<file path="src/sv/rgbhsl_pkg.sv">
// Shared types, constants and the divider step for the RGB to HSL converter.
package rgbhsl_pkg;

   localparam int unsigned NumCells = 10;
   localparam int unsigned LaneWidth = 10;

   localparam logic [13:0] FullTurn = 14'd5760;
   localparam logic [12:0] GreenOffset = 13'd1920;
   localparam logic [12:0] BlueOffset = 13'd3840;
   localparam logic [18:0] SatScale = 19'd510;
   localparam logic [18:0] HueScale = 19'd1920;
   localparam logic [8:0] ChannelFull = 9'd255;
   localparam logic [8:0] DoubleFull = 9'd510;

   typedef struct packed {
      logic [LaneWidth-1:0] rem;
      logic [LaneWidth-1:0] low;
      logic [LaneWidth-1:0] den;
      logic [LaneWidth-1:0] quot;
   } div_lane_type;

   typedef struct packed {
      div_lane_type hue_lane;
      div_lane_type sat_lane;
      logic [12:0] offset;
      logic neg;
      logic gray;
      logic [8:0] lsum;
   } div_work_type;

   function automatic div_lane_type div_step(input div_lane_type lane);
      div_lane_type res;
      logic [LaneWidth-1:0] shifted;
      logic take;
      shifted = {lane.rem[LaneWidth-2:0], lane.low[LaneWidth-1]};
      take = (shifted >= lane.den);
      res.rem = take ? (shifted - lane.den) : shifted;
      res.low = {lane.low[LaneWidth-2:0], 1'b0};
      res.den = lane.den;
      res.quot = {lane.quot[LaneWidth-2:0], take};
      return res;
   endfunction

endpackage

</file>
<file path="src/sv/rgbhsl_if.sv">
// Request and response channel interfaces of the RGB to HSL converter.
interface rgbhsl_req_if;
   logic valid;
   logic ready;
   logic [7:0] red;
   logic [7:0] green;
   logic [7:0] blue;
   modport source (output valid, red, green, blue, input ready);
   modport sink (input valid, red, green, blue, output ready);
endinterface

interface rgbhsl_rsp_if;
   logic valid;
   logic ready;
   logic [12:0] hue_sixteenths;
   logic [7:0] saturation;
   logic [8:0] lightness_sum;
   modport source (output valid, hue_sixteenths, saturation, lightness_sum, input ready);
   modport sink (input valid, hue_sixteenths, saturation, lightness_sum, output ready);
endinterface

</file>
<file path="src/sv/rgbhsl_front.sv">
// Front stage: finds max, min and sector, and sets up both divisions.
module rgbhsl_front
   import rgbhsl_pkg::*;
(
   input  logic         clock,
   input  logic         reset,
   rgbhsl_req_if.sink   req,
   output logic         out_valid,
   input  logic         out_ready,
   output div_work_type out_work
);

   logic valid_ff;
   div_work_type work_ff;
   div_work_type work_in;
   logic red_max, green_max;
   logic [7:0] mx, mn, delta, pos, neg, diff, den_s;
   logic [8:0] lsum, den_wide;
   logic [18:0] sat_n, hue_n;

   assign req.ready = !valid_ff || out_ready;
   assign out_valid = valid_ff;
   assign out_work = work_ff;

   always_comb begin
      red_max = (req.red >= req.green) && (req.red >= req.blue);
      green_max = !red_max && (req.green >= req.blue);
      mx = red_max ? req.red : (green_max ? req.green : req.blue);
      mn = req.red;
      if (req.green < mn) begin
         mn = req.green;
      end
      if (req.blue < mn) begin
         mn = req.blue;
      end
      delta = mx - mn;
      lsum = {1'b0, mx} + {1'b0, mn};
      den_wide = (lsum <= ChannelFull) ? lsum : (DoubleFull - lsum);
      den_s = den_wide[7:0];
      if (red_max) begin
         pos = req.green;
         neg = req.blue;
         work_in.offset = '0;
      end else if (green_max) begin
         pos = req.blue;
         neg = req.red;
         work_in.offset = GreenOffset;
      end else begin
         pos = req.red;
         neg = req.green;
         work_in.offset = BlueOffset;
      end
      diff = (pos >= neg) ? (pos - neg) : (neg - pos);
      sat_n = 19'(delta) * SatScale + 19'(den_s);
      hue_n = 19'(diff) * HueScale + 19'(delta);
      work_in.sat_lane.rem = 10'(sat_n[18:10]);
      work_in.sat_lane.low = sat_n[9:0];
      work_in.sat_lane.den = 10'({den_s, 1'b0});
      work_in.sat_lane.quot = '0;
      work_in.hue_lane.rem = 10'(hue_n[18:10]);
      work_in.hue_lane.low = hue_n[9:0];
      work_in.hue_lane.den = 10'({delta, 1'b0});
      work_in.hue_lane.quot = '0;
      work_in.neg = (pos < neg);
      work_in.gray = (delta == 8'd0);
      work_in.lsum = lsum;
   end

   always_ff @(posedge clock) begin
      if (reset) begin
         valid_ff <= 1'b0;
      end else if (req.ready) begin
         valid_ff <= req.valid;
      end
   end

   always_ff @(posedge clock) begin
      if (req.ready && req.valid) begin
         work_ff <= work_in;
      end
   end

endmodule

</file>
<file path="src/sv/rgbhsl_div_cell.sv">
// Divider cell: one quotient bit of the hue and saturation divisions.
module rgbhsl_div_cell
   import rgbhsl_pkg::*;
(
   input  logic         clock,
   input  logic         reset,
   input  logic         in_valid,
   output logic         in_ready,
   input  div_work_type in_work,
   output logic         out_valid,
   input  logic         out_ready,
   output div_work_type out_work
);

   logic valid_ff;
   div_work_type work_ff;
   div_work_type work_in;

   assign in_ready = !valid_ff || out_ready;
   assign out_valid = valid_ff;
   assign out_work = work_ff;

   always_comb begin
      work_in = in_work;
      work_in.hue_lane = div_step(in_work.hue_lane);
      work_in.sat_lane = div_step(in_work.sat_lane);
   end

   always_ff @(posedge clock) begin
      if (reset) begin
         valid_ff <= 1'b0;
      end else if (in_ready) begin
         valid_ff <= in_valid;
      end
   end

   always_ff @(posedge clock) begin
      if (in_ready && in_valid) begin
         work_ff <= work_in;
      end
   end

endmodule

</file>
<file path="src/sv/rgbhsl_back.sv">
// Back stage: applies the hue sector offset and wrap, and holds the response.
module rgbhsl_back
   import rgbhsl_pkg::*;
(
   input  logic         clock,
   input  logic         reset,
   input  logic         in_valid,
   output logic         in_ready,
   input  div_work_type in_work,
   rgbhsl_rsp_if.source rsp
);

   logic valid_ff;
   logic [12:0] hue_ff, hue_in;
   logic [7:0] sat_ff, sat_in;
   logic [8:0] lsum_ff;
   logic [13:0] raw, wrapped;

   assign in_ready = !valid_ff || rsp.ready;
   assign rsp.valid = valid_ff;
   assign rsp.hue_sixteenths = hue_ff;
   assign rsp.saturation = sat_ff;
   assign rsp.lightness_sum = lsum_ff;

   always_comb begin
      if (in_work.neg) begin
         raw = 14'(in_work.offset) + FullTurn - 14'(in_work.hue_lane.quot);
      end else begin
         raw = 14'(in_work.offset) + 14'(in_work.hue_lane.quot);
      end
      wrapped = (raw >= FullTurn) ? (raw - FullTurn) : raw;
      hue_in = in_work.gray ? 13'd0 : wrapped[12:0];
      sat_in = in_work.gray ? 8'd0 : in_work.sat_lane.quot[7:0];
   end

   always_ff @(posedge clock) begin
      if (reset) begin
         valid_ff <= 1'b0;
      end else if (in_ready) begin
         valid_ff <= in_valid;
      end
   end

   always_ff @(posedge clock) begin
      if (in_ready && in_valid) begin
         hue_ff <= hue_in;
         sat_ff <= sat_in;
         lsum_ff <= in_work.lsum;
      end
   end

endmodule

</file>
<file path="src/sv/rgb_to_hsl_convert.sv">
// Top level of the pipelined RGB to HSL converter.
// One pixel may be accepted every clock while responses are taken; each request passes in turn
// through the front stage, a row of ten divider cells that each settle one quotient bit of
// the hue and saturation divisions, and the response register, and the pipeline stalls stage
// by stage while the response is not taken.
module rgb_to_hsl_convert
   import rgbhsl_pkg::*;
(
   input  logic         clock,
   input  logic         reset,
   rgbhsl_req_if.sink   req,
   rgbhsl_rsp_if.source rsp
);

   logic         valid_w [NumCells+1];
   logic         ready_w [NumCells+1];
   div_work_type work_w  [NumCells+1];

   rgbhsl_front u_front (
      .clock     (clock),
      .reset     (reset),
      .req       (req),
      .out_valid (valid_w[0]),
      .out_ready (ready_w[0]),
      .out_work  (work_w[0])
   );

   for (genvar i = 0; i < NumCells; i++) begin : g_cell
      rgbhsl_div_cell u_cell (
         .clock     (clock),
         .reset     (reset),
         .in_valid  (valid_w[i]),
         .in_ready  (ready_w[i]),
         .in_work   (work_w[i]),
         .out_valid (valid_w[i+1]),
         .out_ready (ready_w[i+1]),
         .out_work  (work_w[i+1])
      );
   end

   rgbhsl_back u_back (
      .clock    (clock),
      .reset    (reset),
      .in_valid (valid_w[NumCells]),
      .in_ready (ready_w[NumCells]),
      .in_work  (work_w[NumCells]),
      .rsp      (rsp)
   );

`ifndef ASSERT_OFF
   a_hue_range: assert property (@(posedge clock) disable iff (reset)
      rsp.valid |-> (rsp.hue_sixteenths < 13'd5760))
      else $error("hue out of range");

   a_black_gray: assert property (@(posedge clock) disable iff (reset)
      (rsp.valid && (rsp.lightness_sum == 9'd0)) |->
      ((rsp.hue_sixteenths == 13'd0) && (rsp.saturation == 8'd0)))
      else $error("black pixel gave nonzero hue or saturation");

   a_white_gray: assert property (@(posedge clock) disable iff (reset)
      (rsp.valid && (rsp.lightness_sum == 9'd510)) |->
      ((rsp.hue_sixteenths == 13'd0) && (rsp.saturation == 8'd0)))
      else $error("white pixel gave nonzero hue or saturation");

   a_last_cell_holds: assert property (@(posedge clock) disable iff (reset)
      (valid_w[NumCells] && !ready_w[NumCells]) |=> valid_w[NumCells])
      else $error("last divider cell dropped a request");
`endif

endmodule
</file>
<file path="src/flat_wrapper.sv">
// flat-port wrapper written by rule: the top's interface ports become plain ports
module rgb_to_hsl_convert_flat import rgbhsl_pkg::*;
  (clock, reset, req_valid, req_red, req_green, req_blue, req_ready, rsp_valid, rsp_hue_sixteenths, rsp_saturation, rsp_lightness_sum, rsp_ready);
  rgbhsl_req_if req_i ();
  rgbhsl_rsp_if rsp_i ();
  input  logic clock;
  input  logic reset;
  input wire logic [$bits(req_i.valid)-1:0] req_valid;
  input wire logic [$bits(req_i.red)-1:0] req_red;
  input wire logic [$bits(req_i.green)-1:0] req_green;
  input wire logic [$bits(req_i.blue)-1:0] req_blue;
  output wire logic [$bits(req_i.ready)-1:0] req_ready;
  output wire logic [$bits(rsp_i.valid)-1:0] rsp_valid;
  output wire logic [$bits(rsp_i.hue_sixteenths)-1:0] rsp_hue_sixteenths;
  output wire logic [$bits(rsp_i.saturation)-1:0] rsp_saturation;
  output wire logic [$bits(rsp_i.lightness_sum)-1:0] rsp_lightness_sum;
  input wire logic [$bits(rsp_i.ready)-1:0] rsp_ready;
  assign req_i.valid = req_valid;
  assign req_i.red = req_red;
  assign req_i.green = req_green;
  assign req_i.blue = req_blue;
  assign req_ready = req_i.ready;
  assign rsp_valid = rsp_i.valid;
  assign rsp_hue_sixteenths = rsp_i.hue_sixteenths;
  assign rsp_saturation = rsp_i.saturation;
  assign rsp_lightness_sum = rsp_i.lightness_sum;
  assign rsp_i.ready = rsp_ready;
  rgb_to_hsl_convert u_core (.clock(clock), .reset(reset), .req(req_i), .rsp(rsp_i));
endmodule
</file>
<file path="config.mk">
export PLATFORM = sky130hd
export DESIGN_NAME = rgb_to_hsl_convert_flat
export DESIGN_NICKNAME = d
export VERILOG_FILES = /design/src/sv/rgbhsl_pkg.sv /design/src/sv/rgbhsl_if.sv /design/src/sv/rgbhsl_front.sv /design/src/sv/rgbhsl_div_cell.sv /design/src/sv/rgbhsl_back.sv /design/src/sv/rgb_to_hsl_convert.sv /design/src/flat_wrapper.sv
export SDC_FILE = /design/constraint.sdc
export NUM_CORES = 1
export LEC_CHECK = 0
export ABC_AREA = 1
export BUFFER_PORTS_ARGS = -buffer_cell sky130_fd_sc_hd__buf_4
export CORE_MARGIN = 4
export CORE_UTILIZATION = 66
export CTS_CLUSTER_DIAMETER = 50
export DETAILED_ROUTE_END_ITERATION = 8
export MAX_ROUTING_LAYER = met4
export PLACE_DENSITY = 0.83
export SETUP_SLACK_MARGIN = 0.3
export SYNTH_ARGS = -nofsm -noshare
export SYNTH_HDL_FRONTEND = slang
export SYNTH_SLANG_ARGS = --single-unit
export TNS_END_PERCENT = 100
</file>
<file path="constraint.sdc">
create_clock -name clock -period 25.8 [get_ports clock]
set_input_delay 5.16 -clock clock [delete_from_list [all_inputs] [get_ports clock]]
set_output_delay 5.16 -clock clock [all_outputs]
set_load 0.01 [all_outputs]
</file>
==> results of run 1 <==
-- cells by family after synthesis --
family | count (synthesis) | synth area share, %
XOR/XNOR | 168 | 4.46
buffers and inverters | 520 | 5.87
flip-flops | 651 | 56.2
AO/OA/AOI/OAI | 490 | 7.75
multiplexers | 2 | 0.0580
AND/OR/NAND/NOR | 923 | 11.4
adder cells (fa/ha/maj) | 359 | 14.2
-- state kept, by name, summed over array words and instances, names as in the netlist --
name	count
u_core.u_back.rsp.hue_sixteenths	13
u_core.u_front.out_work	57
u_core.u_front.out_valid	1
u_core.u_back.rsp.lightness_sum	9
u_core.u_back.rsp.valid	1
u_core.g_cell.u_cell.out_valid	10
u_core.u_back.rsp.saturation	8
u_core.g_cell.u_cell.out_work	552
-- through the flow --
stage | std cells | hold WS (ns) | util (%) | setup WS, ns
finish | 3952 | 0.398 | 73.5 | 12.70
floorplan | 3113 | 0.400 | - | 13.04
global route | 3952 | 0.397 | 73.5 | 11.97
global placement | 3829 | 0.401 | 69.3 | 12.47
CTS | 3952 | 0.398 | 73.5 | 12.76
detailed placement | 3829 | 0.405 | 69.3 | 12.15
-- layer usage --
| metal | vias to the layer above | wire, µm | global-route usage (%) |
|---|---|---|---|
| met5 | - | 0 | - |
| li1 | 10800 | - | - |
| met3 | 182 | 2740 | 2.64 |
| met2 | 703 | 36600 | 45.9 |
| met4 | 0 | 2260 | 9.31 |
| met1 | 10800 | 26100 | 27.9 |
-- worst max-delay path: cells and delay by family --
kind	cells	cell delay [ns]
fa+ha+maj	10	3.66
simple gates	17	2.19
compound gates	6	1.17
buf+inv	11	1.09
xor+xnor	1	0.16
-- path summary, 6_finish.rpt --
kind              slack [ns]                                                  to                                      startpoint
setup / recovery       12.70               u_core.u_front.out_work[60]$_DFFE_PP_                                      req_red[7]
hold / removal          0.40      u_core.g_cell[3].u_cell.out_work[65]$_DFFE_PP_  u_core.g_cell[2].u_cell.out_work[64]$_DFFE_PP_
setup reg to reg       22.75  u_core.u_back.rsp.hue_sixteenths[11]$_SDFFCE_PP0P_  u_core.g_cell[9].u_cell.out_work[21]$_DFFE_PP_
hold reg to reg         0.40      u_core.g_cell[3].u_cell.out_work[65]$_DFFE_PP_  u_core.g_cell[2].u_cell.out_work[64]$_DFFE_PP_
-- cell usage after synthesis, drive strengths merged (2+ instances only) --
| library cell | number |
|---|---|
| clkbuf | 7 |
| o2111ai | 3 |
| o211ai | 19 |
| nand2 | 426 |
| o221ai | 4 |
| mux2i | 2 |
| nand4 | 22 |
| nor4 | 4 |
| buf | 30 |
| fa | 57 |
| o22ai | 17 |
| o21ai | 98 |
| and2 | 5 |
| dfxtp | 12 |
| edfxtp | 639 |
| inv | 482 |
| xnor2 | 64 |
| a211oi | 9 |
| nor2 | 323 |
| ha | 302 |
| nand3b | 4 |
| a31oi | 3 |
| a21o | 11 |
| nor3 | 18 |
| nor3b | 2 |
| xor2 | 104 |
| o21bai | 6 |
| or2 | 2 |
| a21oi | 318 |
| nand3 | 116 |
-- layout make-up --
cell class	count	area, µm²	share of cell area, %
clock buffer	86	1820	4.80
clock inverter	37	359	0.946
inverter	483	1810	4.78
multi-input combinational	1942	13100	34.6
sequential	651	19400	51.2
tap	680	851	2.24
timing repair buffer	73	548	1.44
==> results.yml, run 1 <==
worst_setup_path:
  reg2regPathDepth: 15
  cpPeakStageDelay_ns: 0.54
  cp_max_fo: 16
  cp_slowest_cell: "fa_1"
  cp-end-kind: "flop"
  cp.required_ns: 26.15
  crit_type: "primary input to flop"
  cp-start-kind: "primary input"
  critPathArrivalTime_ns: 13.45
route:
  ant_nets: 0
  first_pass_iters: 9
  routed_wl_um: 67600
  remaining_drc_errors: 1
  vias: 22600
  drt-initial-drc-count: 1798
  viasPerCell: 5.71
  routedWlPerCell_um: 17.1
clocking:
  max-clock-path-buffers: 3
  cts_max_level: 3
  cts_tree: "built"
  clockRootBuffer: "clkbuf_16"
  clkTransAtPathRegs_ns: 0.06
  numClockSinks: 651
  insertion_delay_ns: 0.60
  post_cts_resized: 0
  cts_hold_buf: 0
  post_cts_buffers: 0
  tritoncts.num_buffers: 68
global_route:
  grt_start_max_net_pins: 62
  grt-ovfl-total: 0
  antenna_found_initial: 0
  track_usage_pct: 24.9
  grt_pass1_vias: 23300
  grt_pass1_wl_um: 112000
layout:
  final_common_cell: "edfxtp_1"
  num-fill-cells: 3173
  drive_gt1_share_pct: 7.67
  syn_to_final_growth_pct: 9.87
  fin_nets: 3606
  n_antenna_cell: 0
  final_cell_mix: "639 x edfxtp_1, 470 x inv_1, 408 x nand2_1"
  finalInstanceArea_um2: 38000
yosys:
  seq_area_frac_synth_pct: 56.2
  synth_seq_cells: 651
  syn_area_um2: 34500
  synth_edf_count: 639
  synth_top_area_share_pct: 55.5
  syn-mean-instance-area_um2: 11.1
  yosys_most_used_dff: "edfxtp_1"
  synth.distinct_cells: 50
  synth_area_leader_cell: "edfxtp_1"
  synthTopCellsByArea: "edfxtp_1 56%, ha_1 11%, inv_1 5.2%"
  syn-num-nets: 3500
  postSynthCellCount: 3113
  synth-async-reset-ratio_pct: 0
  yosysWarningCount: 0
sta:
  finalCritPeriodShare_pct: 50.8
  slew_headroom_pct: 25.2
  tns_ns: 0
  rsz0062_at_grt: "false"
  skew_ns: 0.0255
  fmax_ghz: 0.0763
  worst_pin_slew_ns: 1.12
  period_minus_slack_ns: 13.10
  slew_violations: 0
  setup_viol: 0
  hold_violations: 0
floorplanning:
  ioPinCount: 60
  die-area_um2: 56100
  num_rows: 83
  initial_core_util_pct: 66.9
  core_um2: 51600
  die-height_um: 237
  die_w_um: 237
hold_path:
  hold_path.class: "flop to flop"
  holdPathStages: 0
outcome:
  status: "finished, violations left"
  violations: "DRC"
placement:
  portBuffers: 59
  placed_cell_area_um2: 35800
  post-dp-hpwl_um: 47900
  gp_congestion: 0.932
job:
  drv_cap: 0
Power of run 1 is not shown: default switching activity piles up to over one toggle a cycle in this logic, so the estimate is an artifact.
==> inputs of run 2 (changes only) <==
- ABC_AREA: 1 -> 0
- CORE_UTILIZATION: 66 -> 57
- PLACE_DENSITY: 0.83 -> 0.76
- clock period: 25.8 -> 11.9 ns (I/O delays scaled with it)
==> run 2 against run 1 <==
Net effect: the flow now finishes without violations; clock skew down 0.0078 ns; sequential cell count is the same; wire length is 8.2% lower; critical path depth decreased by 5; worst setup slack lost 12 ns; via count is 11% lower; largest cell class unchanged.
==> results.yml, run 2 <==
floorplanning:
  die-height_um: 253
  die-area_um2: 64100
  ioPinCount: 60
  core_um2: 59200
  num_rows: 89
  die_w_um: 253
  initial_core_util_pct: 57.8
route:
  remaining_drc_errors: 0
  vias: 20000
  ant_nets: 0
  routedWlPerCell_um: 17.3
  viasPerCell: 5.58
  routed_wl_um: 62100
  first_pass_iters: 5
  drt-initial-drc-count: 981
layout:
  drive_gt1_share_pct: 9.97
  final_common_cell: "edfxtp_1"
  fin_nets: 3145
  finalInstanceArea_um2: 38000
  n_antenna_cell: 0
  stdcell_count: 3582
  syn_to_final_growth_pct: 10.9
  final_cell_mix: "639 x edfxtp_1, 302 x ha_1, 290 x inv_1"
  largest_register_ffs: 552
global_route:
  grt_start_max_net_pins: 62
  track_usage_pct: 20.2
  grt-ovfl-total: 0
  grt_pass1_wl_um: 103000
  antenna_found_initial: 0
  grt_pass1_vias: 20900
sta:
  fmax_ghz: 0.0914
  slew_violations: 0
  period_minus_slack_ns: 10.94
  skew_ns: 0.0177
  setup_viol: 0
  tns_ns: 0
  hold_violations: 0
  worst_pin_slew_ns: 1.07
  slew_headroom_pct: 28.6
  rsz0062_at_grt: "false"
  finalCritPeriodShare_pct: 91.9
yosys:
  synthTopCellsByArea: "edfxtp_1 56%, ha_1 11%, fa_1 3.3%"
  postSynthCellCount: 2650
  synth_commonest_cells: "639 x edfxtp_1, 302 x ha_1, 290 x inv_1"
  yosysWarningCount: 0
  synth.most_common_cell: "edfxtp_1"
  syn-num-nets: 3037
  synth_area_leader_cell: "edfxtp_1"
  yosys_most_used_dff: "edfxtp_1"
  synth-async-reset-ratio_pct: 0
  seq_area_frac_synth_pct: 56.7
  synth_edf_count: 639
  syn-mean-instance-area_um2: 12.9
  synth_seq_cells: 651
  synth.distinct_cells: 70
  synth_top_area_share_pct: 56.0
  syn_area_um2: 34300
placement:
  placed_cell_area_um2: 35800
  post-dp-hpwl_um: 46600
  portBuffers: 59
  numPlacedInstances: 3468
  gp_congestion: 0.887
clocking:
  cts_max_level: 2
  cts_hold_buf: 0
  insertion_delay_ns: 0.61
  max-clock-path-buffers: 3
  numClockSinks: 651
  clockRootBuffer: "clkbuf_16"
  clkTransAtPathRegs_ns: 0.06
  cts_tree: "built"
  post_cts_buffers: 0
  tritoncts.num_buffers: 61
worst_setup_path:
  cpPeakStageDelay_ns: 0.55
  cp-start-kind: "primary input"
  cp.required_ns: 12.25
  cp-end-kind: "flop"
  crit_type: "primary input to flop"
  cp_common_cell: "a21oi_1"
  cp_slowest_cell: "fa_1"
  cp_max_fo: 8
  crit_buf_inv: 6
  critPathArrivalTime_ns: 11.29
  cp_top_family: "compound AO/OA/AOI/OAI gates"
job:
  drv_cap: 0
outcome:
  status: "finished, final reports clean"
hold_path:
  hold_path.class: "flop to flop"
==> run 2: worst register-to-register path, stage by stage (launching register included) <==
cell and delay [ns]:
dfxtp_1 0.33, nor2b_1 0.42, and3_1 0.34, and2_0 0.53, nand3_1 0.23, nor2_1 0.49, nand4_1 0.25, and2_2 0.25
buf_4 0.33
==> run 2: final timing paths <==
check                                                               startpoint                                             end  slack (ns)  cells past startpoint
worst max register to register            u_core.u_back.rsp.valid$_SDFFE_PP0P_           u_core.u_front.out_work[97]$_DFFE_PP_        8.30                      8
worst min-delay path            u_core.g_cell[3].u_cell.out_work[67]$_DFFE_PP_  u_core.g_cell[4].u_cell.out_work[68]$_DFFE_PP_        0.41                      0
worst min register to register  u_core.g_cell[3].u_cell.out_work[67]$_DFFE_PP_  u_core.g_cell[4].u_cell.out_work[68]$_DFFE_PP_        0.41                      0
worst max-delay path                                                req_red[1]           u_core.u_front.out_work[60]$_DFFE_PP_        0.96                     40
==> run 2: repair_timing <==
action | 4_1_cts | 5_1_grt
resized for setup | 0 | 3
endpoints found under the setup margin | 0 | 1
hold endpoints to repair | 0 | 0
==> run 2: kinds of logic (layout without fill, tap and decap cells) <==
kind of cell / Yosys count / in the layout / share of synthesized area, %
adder cells (fa/ha/maj): 359 / 359 / 14.4
flip-flops: 651 / 651 / 56.7
AND/OR/NAND/NOR: 531 / 531 / 8.00
multiplexers: 122 / 122 / 3.83
XOR/XNOR: 176 / 176 / 4.52
buffers and inverters: 320 / 479 / 3.53
AO/OA/AOI/OAI: 491 / 491 / 9.05
==> run 2: final cells by class <==
cell class	count	area (µm²)
Sequential cell	651	19400
Inverter	290	1090
Multi-Input combinational cell	1679	13800
Tap cell	773	967
Clock buffer	71	1590
Fill cell	4342	21300
Clock inverter	43	578
Timing Repair Buffer	75	563
==> run 2: routing by layer <==
metal / global-route usage, % / vias up / routed length (µm)
met3: 2.40 / 125 / 1670
met1: 21.7 / 9705 / 24300
met2: 38.5 / 345 / 34200
li1: - / 9809 / -
met4: 6.73 / 0 / 2000
met5: - / - / 0
==> run 2: through the flow <==
stage | hold WS, ns | worst slack, ns | utilization [%]
after floorplan | 0.400 | 1.44 | -
after global placement | 0.401 | 0.531 | 60.4
after detailed placement | 0.405 | 0.323 | 60.4
after CTS | 0.401 | 0.910 | 64.1
after global routing | 0.410 | 0.327 | 64.1
final | 0.408 | 0.962 | 64.1
Power of run 2 is left out for the same reason.
